===== src/rtl/ptss_pkg.sv =====
// Shared types and constants for the slot scheduler.
package ptss_pkg;

  localparam int SLOT_COUNT_DEF = 32;
  localparam int SLOT_MAX       = 32;
  localparam int FIRED_SLOT_W   = 5;

  typedef enum logic [2:0] {
    OP_TICK        = 3'd0,
    OP_REGISTER    = 3'd1,
    OP_UNREGISTER  = 3'd2,
    OP_TRIGGER     = 3'd3,
    OP_ENABLE      = 3'd4,
    OP_DISABLE     = 3'd5,
    OP_DISABLE_ALL = 3'd6
  } op_e;

  typedef enum logic [1:0] {
    ST_OK      = 2'd0,
    ST_INVALID = 2'd1,
    ST_IN_USE  = 2'd2
  } status_e;

  localparam logic KIND_TRIG     = 1'b0;
  localparam logic KIND_PERIODIC = 1'b1;

  typedef enum logic [1:0] {
    S_IDLE,
    S_TRIG,
    S_PER,
    S_FLUSH
  } state_e;

  typedef struct packed {
    logic exec;       // non-tick op applied this cycle
    logic tick_start; // tick accepted, reset scan index
    logic scan_trig;  // pending trigger pass
    logic scan_per;   // periodic pass
    logic flush;      // release held word with last set
  } cmd_t;

  typedef struct packed {
    logic idx_last;
  } sts_t;

endpackage


===== src/rtl/ptss_ctrl.sv =====
// Controller state machine for the slot scheduler.
module ptss_ctrl (
  input  logic              clk_i,
  input  logic              rst_ni,
  input  logic              start,
  input  logic [2:0]        op_i,
  input  ptss_pkg::sts_t    sts_i,
  output ptss_pkg::cmd_t    cmd_o,
  output logic              busy
);

  ptss_pkg::state_e state_q, state_d;
  logic accept;

  assign accept = start && (state_q == ptss_pkg::S_IDLE);

  always_ff @(posedge clk_i or negedge rst_ni) begin
    if (!rst_ni) begin
      state_q <= ptss_pkg::S_IDLE;
    end else begin
      state_q <= state_d;
    end
  end

  always_comb begin
    state_d = state_q;
    case (state_q)
      ptss_pkg::S_IDLE: begin
        if (accept && (op_i == ptss_pkg::OP_TICK)) state_d = ptss_pkg::S_TRIG;
      end
      ptss_pkg::S_TRIG: begin
        if (sts_i.idx_last) state_d = ptss_pkg::S_PER;
      end
      ptss_pkg::S_PER: begin
        if (sts_i.idx_last) state_d = ptss_pkg::S_FLUSH;
      end
      ptss_pkg::S_FLUSH: state_d = ptss_pkg::S_IDLE;
      default: state_d = ptss_pkg::S_IDLE;
    endcase
  end

  always_comb begin
    cmd_o = '0;
    busy  = 1'b1;
    case (state_q)
      ptss_pkg::S_IDLE: begin
        busy             = 1'b0;
        cmd_o.exec       = accept && (op_i != ptss_pkg::OP_TICK);
        cmd_o.tick_start = accept && (op_i == ptss_pkg::OP_TICK);
      end
      ptss_pkg::S_TRIG:  cmd_o.scan_trig = 1'b1;
      ptss_pkg::S_PER:   cmd_o.scan_per  = 1'b1;
      ptss_pkg::S_FLUSH: cmd_o.flush     = 1'b1;
      default: busy = 1'b0;
    endcase
  end

endmodule


===== src/rtl/ptss_datapath.sv =====
// Slot table, scan index and result register of the slot scheduler.
module ptss_datapath #(
  parameter int SlotCount = ptss_pkg::SLOT_COUNT_DEF
) (
  input  logic                              clk_i,
  input  logic                              rst_ni,
  input  ptss_pkg::cmd_t                    cmd_i,
  output ptss_pkg::sts_t                    sts_o,
  input  logic [2:0]                        op_i,
  input  logic [7:0]                        slot_i,
  input  logic [15:0]                       period_ms_i,
  input  logic                              triggered_only_i,
  input  logic [31:0]                       now_ticks_i,
  output logic                              strobe_o,
  output logic [1:0]                        status_o,
  output logic                              fired_o,
  output logic [ptss_pkg::FIRED_SLOT_W-1:0] fired_slot_o,
  output logic                              fire_kind_o,
  output logic                              last_o
);

  localparam int IdxW = (SlotCount > 1) ? $clog2(SlotCount) : 1;

  logic [SlotCount-1:0] reg_q, reg_d, en_q, en_d, pend_q, pend_d;
  logic                 tonly_q  [SlotCount];
  logic [15:0]          period_q [SlotCount];
  logic [31:0]          due_q    [SlotCount];
  logic [31:0]          now_q;
  logic [IdxW-1:0]      idx_q;
  logic [IdxW-1:0]      slot_idx;
  logic                 slot_ok;
  logic                 reg_wr;
  logic                 fire;
  logic                 fire_kind;
  ptss_pkg::status_e    exec_status;

  logic                 held_v_q;
  logic [IdxW-1:0]      held_slot_q;
  logic                 held_kind_q;

  logic                 out_v_q, out_v_d;
  ptss_pkg::status_e    out_status_q, out_status_d;
  logic                 out_fired_q, out_fired_d;
  logic [ptss_pkg::FIRED_SLOT_W-1:0] out_slot_q, out_slot_d;
  logic                 out_kind_q, out_kind_d;
  logic                 out_last_q, out_last_d;

  assign slot_ok   = ({1'b0, slot_i} < 9'(SlotCount));
  assign slot_idx  = slot_i[IdxW-1:0];
  assign sts_o.idx_last = (idx_q == IdxW'(SlotCount - 1));

  always_comb begin
    reg_d       = reg_q;
    en_d        = en_q;
    pend_d      = pend_q;
    reg_wr      = 1'b0;
    exec_status = ptss_pkg::ST_OK;
    fire        = 1'b0;
    fire_kind   = ptss_pkg::KIND_TRIG;
    if (cmd_i.exec) begin
      case (ptss_pkg::op_e'(op_i))
        ptss_pkg::OP_REGISTER: begin
          if (!slot_ok) exec_status = ptss_pkg::ST_INVALID;
          else if (reg_q[slot_idx]) exec_status = ptss_pkg::ST_IN_USE;
          else begin
            reg_wr          = 1'b1;
            reg_d[slot_idx] = 1'b1;
            en_d[slot_idx]  = 1'b0;
          end
        end
        ptss_pkg::OP_UNREGISTER: begin
          if (!slot_ok) exec_status = ptss_pkg::ST_INVALID;
          else begin
            reg_d[slot_idx] = 1'b0;
            en_d[slot_idx]  = 1'b0;
          end
        end
        ptss_pkg::OP_TRIGGER: begin
          if (!slot_ok) exec_status = ptss_pkg::ST_INVALID;
          else pend_d[slot_idx] = 1'b1;
        end
        ptss_pkg::OP_ENABLE: begin
          if (!slot_ok) exec_status = ptss_pkg::ST_INVALID;
          else en_d[slot_idx] = 1'b1;
        end
        ptss_pkg::OP_DISABLE: begin
          if (!slot_ok) exec_status = ptss_pkg::ST_INVALID;
          else en_d[slot_idx] = 1'b0;
        end
        ptss_pkg::OP_DISABLE_ALL: en_d = '0;
        default: exec_status = ptss_pkg::ST_INVALID;
      endcase
    end
    if (cmd_i.scan_trig && pend_q[idx_q]) begin
      pend_d[idx_q] = 1'b0;
      fire          = reg_q[idx_q];
    end
    if (cmd_i.scan_per) begin
      fire      = en_q[idx_q] && reg_q[idx_q] && !tonly_q[idx_q] && (due_q[idx_q] <= now_q);
      fire_kind = ptss_pkg::KIND_PERIODIC;
    end
  end

  always_ff @(posedge clk_i or negedge rst_ni) begin
    if (!rst_ni) begin
      reg_q    <= '0;
      en_q     <= '0;
      pend_q   <= '0;
      idx_q    <= '0;
      held_v_q <= 1'b0;
      out_v_q  <= 1'b0;
    end else begin
      reg_q   <= reg_d;
      en_q    <= en_d;
      pend_q  <= pend_d;
      out_v_q <= out_v_d;
      if (cmd_i.tick_start) idx_q <= '0;
      else if (cmd_i.scan_trig || cmd_i.scan_per) begin
        idx_q <= sts_o.idx_last ? '0 : idx_q + 1'b1;
      end
      if (fire) held_v_q <= 1'b1;
      else if (cmd_i.flush) held_v_q <= 1'b0;
    end
  end

  // table payload, defined by register before any use
  always_ff @(posedge clk_i) begin
    if (reg_wr) begin
      period_q[slot_idx] <= period_ms_i;
      tonly_q[slot_idx]  <= triggered_only_i;
      due_q[slot_idx]    <= '0;
    end else if (fire && cmd_i.scan_per) begin
      due_q[idx_q] <= due_q[idx_q] + 32'(period_q[idx_q]);
    end
    if (cmd_i.tick_start) now_q <= now_ticks_i;
    if (fire) begin
      held_slot_q <= idx_q;
      held_kind_q <= fire_kind;
    end
  end

  // held firing goes out once the next one is known, or at flush with last set
  always_comb begin
    out_v_d      = 1'b0;
    out_status_d = ptss_pkg::ST_OK;
    out_fired_d  = 1'b1;
    out_slot_d   = ptss_pkg::FIRED_SLOT_W'(held_slot_q);
    out_kind_d   = held_kind_q;
    out_last_d   = 1'b0;
    if (cmd_i.exec) begin
      out_v_d      = 1'b1;
      out_status_d = exec_status;
      out_fired_d  = 1'b0;
      out_slot_d   = '0;
      out_kind_d   = ptss_pkg::KIND_TRIG;
      out_last_d   = 1'b1;
    end else if (fire && held_v_q) begin
      out_v_d = 1'b1;
    end else if (cmd_i.flush && held_v_q) begin
      out_v_d    = 1'b1;
      out_last_d = 1'b1;
    end
  end

  always_ff @(posedge clk_i) begin
    if (out_v_d) begin
      out_status_q <= out_status_d;
      out_fired_q  <= out_fired_d;
      out_slot_q   <= out_slot_d;
      out_kind_q   <= out_kind_d;
      out_last_q   <= out_last_d;
    end
  end

  assign strobe_o     = out_v_q;
  assign status_o     = out_status_q;
  assign fired_o      = out_fired_q;
  assign fired_slot_o = out_slot_q;
  assign fire_kind_o  = out_kind_q;
  assign last_o       = out_last_q;

endmodule


===== src/rtl/periodic_and_triggered_slot_scheduler_unit.sv =====
// Top level of the periodic and triggered slot scheduler.
// Non-tick ops: status word in the cycle after acceptance; busy stays low, one op per cycle.
// Tick: busy while the controller steps one slot per cycle through the trigger pass,
// then the periodic pass, then a flush state; each fired word is held until the next one.
// Fired words appear one per cycle at most; the word with last set follows the flush cycle.
// Asynchronous active-low reset clears the slot flags, pending triggers and the controller.
module periodic_and_triggered_slot_scheduler_unit #(
  parameter int SlotCount = ptss_pkg::SLOT_COUNT_DEF
) (
  input  logic                              clk_i,
  input  logic                              rst_ni,
  input  logic                              start,
  output logic                              busy,
  input  logic [2:0]                        op_i,
  input  logic [7:0]                        slot_i,
  input  logic [15:0]                       period_ms_i,
  input  logic                              triggered_only_i,
  input  logic [31:0]                       now_ticks_i,
  output logic                              strobe_o,
  output logic [1:0]                        status_o,
  output logic                              fired_o,
  output logic [ptss_pkg::FIRED_SLOT_W-1:0] fired_slot_o,
  output logic                              fire_kind_o,
  output logic                              last_o
);

  ptss_pkg::cmd_t cmd;
  ptss_pkg::sts_t sts;

  ptss_ctrl u_ctrl (
    .clk_i  (clk_i),
    .rst_ni (rst_ni),
    .start  (start),
    .op_i   (op_i),
    .sts_i  (sts),
    .cmd_o  (cmd),
    .busy   (busy)
  );

  ptss_datapath #(
    .SlotCount (SlotCount)
  ) u_dp (
    .clk_i            (clk_i),
    .rst_ni           (rst_ni),
    .cmd_i            (cmd),
    .sts_o            (sts),
    .op_i             (op_i),
    .slot_i           (slot_i),
    .period_ms_i      (period_ms_i),
    .triggered_only_i (triggered_only_i),
    .now_ticks_i      (now_ticks_i),
    .strobe_o         (strobe_o),
    .status_o         (status_o),
    .fired_o          (fired_o),
    .fired_slot_o     (fired_slot_o),
    .fire_kind_o      (fire_kind_o),
    .last_o           (last_o)
  );

endmodule


===== config.mk =====
export PLATFORM = sky130hd
export DESIGN_NAME = periodic_and_triggered_slot_scheduler_unit
export DESIGN_NICKNAME = d
export VERILOG_FILES = /design/src/rtl/ptss_pkg.sv /design/src/rtl/ptss_ctrl.sv /design/src/rtl/ptss_datapath.sv /design/src/rtl/periodic_and_triggered_slot_scheduler_unit.sv
export SDC_FILE = /design/constraint.sdc
export NUM_CORES = 2
export LEC_CHECK = 0
export BUFFER_PORTS_ARGS = -buffer_cell sky130_fd_sc_hd__buf_2
export CORE_MARGIN = 3
export CORE_UTILIZATION = 57
export CTS_CLUSTER_SIZE = 12
export DETAILED_ROUTE_END_ITERATION = 10
export PLACE_DENSITY = 0.73
export SYNTH_ARGS = -nofsm -noshare
export SYNTH_HDL_FRONTEND = slang
export SYNTH_SLANG_ARGS = --single-unit

===== constraint.sdc =====
create_clock -name clk_i -period 6.4 [get_ports clk_i]
set_clock_uncertainty 0.05 [all_clocks]
set_input_delay 0.96 -clock clk_i [delete_from_list [all_inputs] [get_ports clk_i]]
set_output_delay 0.96 -clock clk_i [all_outputs]
set_load 0.01 [all_outputs]

# == After elaboration in Yosys (flattened, before gate mapping) ==
# Memories as Yosys holds them, arrays and structs flattened.
# Index checks and enable logic that the tools add are counted.
# totals
out_inout_bits,12
mem_count,3
inputBits,63
mem_bits_rw,1568
ff_bits,153
# mem_list
name,words,width,read_ports,rd_ports_with_merged_regs,wr,line,rtl
u_dp.due_q,32,32,1,0,1,ptss_datapath.sv:27,logic [31:0] due_q [SlotCount];
u_dp.period_q,32,16,1,0,1,ptss_datapath.sv:26,logic [15:0] period_q [SlotCount];
u_dp.tonly_q,32,1,1,0,1,ptss_datapath.sv:25,logic tonly_q [SlotCount];
# op_classes
n_mux,63
eq_ne,18
bitwise,8
addsub,2
magnitude_cmp,6
reduce_logical,27
# ops
operator,n
$mux 32,12
$pmux 32 s4,1
$and 32x32->32,3
$or 32x32->32,3
$not 32->32,2
$pmux 32 s2,1
$add 32x16->32,1
$le 32x32->1,1
$reduce_or 32->1,1
$mux 1,31
$bmux 1 s5,4
$mux 5,4
$logic_and 1x1->1,12
$lt 5x6->1 const B,2
$mux 2,6
$ne 2x1->1 const B,6
$demux 1 s5,2
$ge 5x1->1 const B,2
$eq 3x3->1 const B,3
$lt 8x6->1 const B,1
$pmux 2 s4,1
$eq 3x2->1 const B,2
$pmux 2 s3,1
$reduce_and 6->1,1
17 further kinds,21

# == Depth between registers and ports, before layout ==
# logic_depth
depth_word,12
depth_mapped,22
ltp_nobuf,14

# == Modules after synthesis ==
# Synthesis repeated with hierarchy kept, for this count alone.
# hier_totals
hier_cells,3675
area_unflattened_um2,69052.5
# modules_own_cells
mod,area_per_inst_um2,instances,cells_per_inst,seq_area_each_um2
ptss_datapath,68867.3,1,3656,51104.0
ptss_ctrl,185.2,1,19,50.0

# == Worst setup path after synthesis ==
# No wires, ideal clock.
# synth_path
path_type,reg2reg
startpoint,register u_dp.idx_q[0]
endpoint,memory u_dp.due_q[0][22] (data pin)
path_slack_ns,-0.586
required_time_ns,5.905
t_arrival_ns,6.492
stages_incl_launch_ff,23
cell_sequence,dfrtp_1 -> buf_4 -> buf_6 -> buf_6 -> buf_6 -> buf_4 -> buf_6 -> buf_6 -> buf_2 -> buf_2 -> mux4_2 -> a22oi_1 -> nand4_1 -> ha_1 -> fa_1 -> a21oi_1 -> o22ai_1 -> o41ai_1 -> o31ai_1 -> a221oi_1 -> nor3_2 -> and3_1 -> nor3_1
# synth_via
elab_chain_len,12
# synth_rtl
element,line,rtl
start: declaration,ptss_datapath.sv:29,logic [IdxW-1:0] idx_q;
start signal: assignment,ptss_datapath.sv:119,idx_q <= sts_o.idx_last ? '0 : idx_q + 1'b1;
branches (longest 11 deep; another with $mem_v2 32x32),n/a,
$mux 32 (no source line) (*),n/a,
end: declaration,ptss_datapath.sv:27,
# Mark *: on every way between the ends. The select of a mux whose other input is x is not followed.

# == Worst setup path in the final report ==
# layout_path
startpoint,register u_dp.idx_q[2]
endpoint,"memory u_dp.due_q[20][7], enable pin"
# layout_via
elab_chain_len,12
# layout_rtl
element
branches (longest 12 deep; another with $mem_v2 32x32)
# Several ways; the timed one is not identified. The select of a mux whose other input is x is not followed.

==> metrics.md <==
| Metric | Value |
|---|---|
| Status | `finished, final reports clean` |
| Reg-to-reg startpoint | `u_dp.idx_q[2]` |
| H-tree Lvls | `4` |
| Largest net degree at the start of global routing | `66` |
| Max capacitance violation total | `0` |
| Vias in the first global route | `37693` |
| Reg clk slew, reported paths | `0.06 ns` |
| Crit share post-route | `99.1%` |
| Routability Congestion | `between 0.9 and 1` |
| Total Wirelength | `roughly 180000 um` |
| Avg Inst Size Synth | `19.0 um^2` |
| CTS tree | `yes` |
| Post-DP HPWL | `between 100000 and 150000 um` |
| Register bit count reported by yosys | `roughly 1700` |
| Clock Sinks | `1721` |
| Final setup fails | `0` |
| Root buf cell | `clkbuf_16` |
| Via Count | `37850` |
| WL/cell | `32.0 um` |
| CP endpoint kind | `register` |
| Post-Syn Instances | `3630` |
| Synth area leader | `edfxtp_1` |
| Gr usage total | `28.8%` |
| Flop2flop setup slack | `between 0.05 and 0.06 ns` |
| Remaining Overflow, GRT | `0` |
| Final Critical Period | `between 6 and 7 ns` |
| Fraction of registers with async set/reset | `6.10%` |
| Most common cell on crit path | `buf_4` |
| Starting Density | `57.9%` |
| Cell family with most CP delay | `simple AND/OR/NAND/NOR gates` |
| First-pass GRT wire length | `261000 um` |
| Top cells by area, synth | `edfxtp_1 (71%), mux4_2 (9.9%), dfrtp_1 (3.8%)` |
| Yosys top cell area share | `70.5%` |
| Worst reg2reg path endpoint | `u_dp.due_q[20][7]` |
| Critical path fanouts, max | `22` |
| Slowest stage delay, CP | `0.67 ns` |
| Crit-path slowest cell | `dfrtp_1` |
| Worst Path Buf+Inv | `5` |
| Fin. max-slew vios | `0` |
| Post-Layout Cell Count | `5577` |
| Most frequent cells in the layout | `edfxtp_1 (1616), mux4_2 (304), mux2i_1 (241), buf_4 (182), clkbuf_16 (172)` |
| Total power per unit cell area | `roughly 340 nW/um^2` |
| Cells after DPL | `5308` |
| Critical Path RT | `approximately 6.8 ns` |
| Crit Path Class | `register to register` |
| Num CTS Buffers | `172` |
| Die height | `approximately 350 um` |
| Die X | `353 um` |
| Via density | `6.79` |
| Clock Path Buffers | `3` |
| Nets | `4004` |
| Die Area | `125000 um^2` |
| Boundary Pins | `75` |
| Most common cell after layout, fill and taps aside | `edfxtp_1` |
| EDFF count, synth | `roughly 1600` |
| Net Count, Synth | `about 3800` |
| Fillcell total | `7733` |
| DRC | `0` |
| FMAX | `0.158 GHz` |
| Share of layout cells above drive strength 1 | `24.1%` |
| Leakage power | `~28 nW` |
| Post-synth cell types | `71` |
| Final TNS setup | `0 ns` |
| PortBufs | `74` |
| Synth Flop Type | `edfxtp_1` |
| Clock latency on the worst-skew pair | `0.80 ns` |
| 1st-pass router iterations | `6` |
| Fin. Hold Viols | `0` |
| Arrival @ worst endpoint | `6.73 ns` |
| Worst-Margin Slew | `about 1.2 ns` |
| Initial antenna violation count | `3` |
| Mapped cell area | `between 60000 and 70000 um^2` |
| DRT iter0 DRCs | `5651` |
| Worst R2R Path Depth | `17` |
| Type of origin of the critical path | `register` |
| Critical-path cell list | `buf_4, and3b_2, buf_4, a22oi_1, nand4_1, ha_1, nand4_1, nor4_2, buf_4, nand2_1, a22oi_1, o211ai_1, nand3b_4, or3_1, buf_12, o22ai_4, buf_4` |
| Share of the yosys chip area belonging to registers | `between 70 and 80%` |
| Max-slew headroom | `20.0%` |
| Hold Path Class | `input pin to asynchronous set/reset pin` |
| Yosys warning count | `0` |
| Site row count | `126` |
| Maximum vdd ir drop | `309 uV` |
| Area Growth Syn to Fin | `13.5%` |
| ANT nets after route | `0` |
| WP depth | `17` |
| Core Footprint | `approximately 120000 um^2` |
==> cells in the mapped netlist (11+ instances only) <==
cell,count
a21oi_1,108
a22oi_1,142
and2_1,11
and3_1,15
buf_2,53
buf_4,25
buf_6,14
clkbuf_1,124
dfrtp_1,105
edfxtp_1,1616
ha_1,58
inv_1,45
mux2_2,32
mux2i_1,241
mux4_2,304
nand2_1,76
nand3_1,24
nand4_1,44
nor2_1,119
nor3_1,54
nor4_1,31
o21ai_0,49
o22ai_1,151
o2bb2ai_1,29
xnor2_1,15
==> stage by stage <==
| stage | power [W] | hold slack, ns | util (%) | worst slack [ns] | instance area, um^2 |
|---|---|---|---|---|---|
| after CTS | 0.0269 | 0.225 | 65.7 | 0.0873 | 78100 |
| after detailed placement | 0.0178 | 0.424 | 61.5 | 0.115 | 73100 |
| after global routing | 0.0276 | 0.256 | 65.7 | -0.0848 | 78100 |
| after global placement | 0.0177 | 0.420 | 61.5 | 0.187 | 73100 |
| after floorplan | 0.0162 | 0.376 | - | -0.457 | 68900 |
| final | 0.0268 | 0.247 | 65.7 | 0.0581 | 78100 |
==> cell type report <==
cell class              count  area (um^2)  share of cell area [%]
flip-flops and latches   1721        51200                    65.5
multi-input cells        1636        17000                    21.8
inverters                  46          173                   0.221
well taps                1600         2000                    2.56
diodes                      1         2.50                 0.00320
repair buffers            305         2730                    3.50
clock inverters            52          518                   0.663
clock buffers             216         4480                    5.74
==> where the power goes <==
group / leakage, nW / switching, W / internal (W)
Clock: 2.43 / 0.00413 / 0.00507
Sequential: 18.7 / 0.000108 / 0.0123
Combinational: 6.95 / 0.00303 / 0.00217
==> worst max-delay path by stage <==
stage                         to           from
2_1_floorplan   u_dp.due_q[0][0]  u_dp.idx_q[0]
3_3_place_gp   u_dp.due_q[4][10]  u_dp.idx_q[0]
3_5_place_dp   u_dp.due_q[20][4]  u_dp.idx_q[0]
4_1_cts        u_dp.due_q[20][7]  u_dp.idx_q[0]
5_1_grt        u_dp.due_q[20][1]  u_dp.idx_q[0]
6_report       u_dp.due_q[20][7]  u_dp.idx_q[2]
==> cells by family after synthesis <==
group                      count (synthesis)  synth area share [%]
muxes                                    577                  14.0
adders and majority gates                 59                  1.08
xor gates and xnor gates                  19                 0.242
buffers and inverters                    273                  1.88
AOI/OAI and AO/OA                        527                  4.99
and+or+nand+nor                          454                  3.49
DFF                                     1721                  74.3
==> flip-flops by register name, summed over array words and instances (netlist names), 2 cells and up, named ones only <==
name and cells:
u_dp.due_q 1024, u_dp.period_q 512, u_dp.en_q 32, u_dp.now_q 32
u_dp.pend_q 32, u_dp.tonly_q 32, u_dp.fired_slot_o 5, u_dp.held_slot_q 5
u_dp.idx_q 5, u_ctrl.state_q 2, u_dp.status_o 2
==> per-layer routing <==
layer / up-vias / global-route usage, % / share of wire (%)
li1: 15437 / - / -
met1: 19573 / 41.3 / 38
met2: 2435 / 44.4 / 47
met3: 405 / 5.72 / 11
met4: 0 / 11.4 / 4.0
met5: - / 0 / 0
==> repair_timing <==
| item | in CTS | in global routing |
|---|---|---|
| buffers inserted | 0 | 0 |
| hold buffers | 0 | 0 |
| setup endpoints to repair | 0 | 596 |
| resized for setup | 0 | 4 |
(Power assumes the default switching activity.)
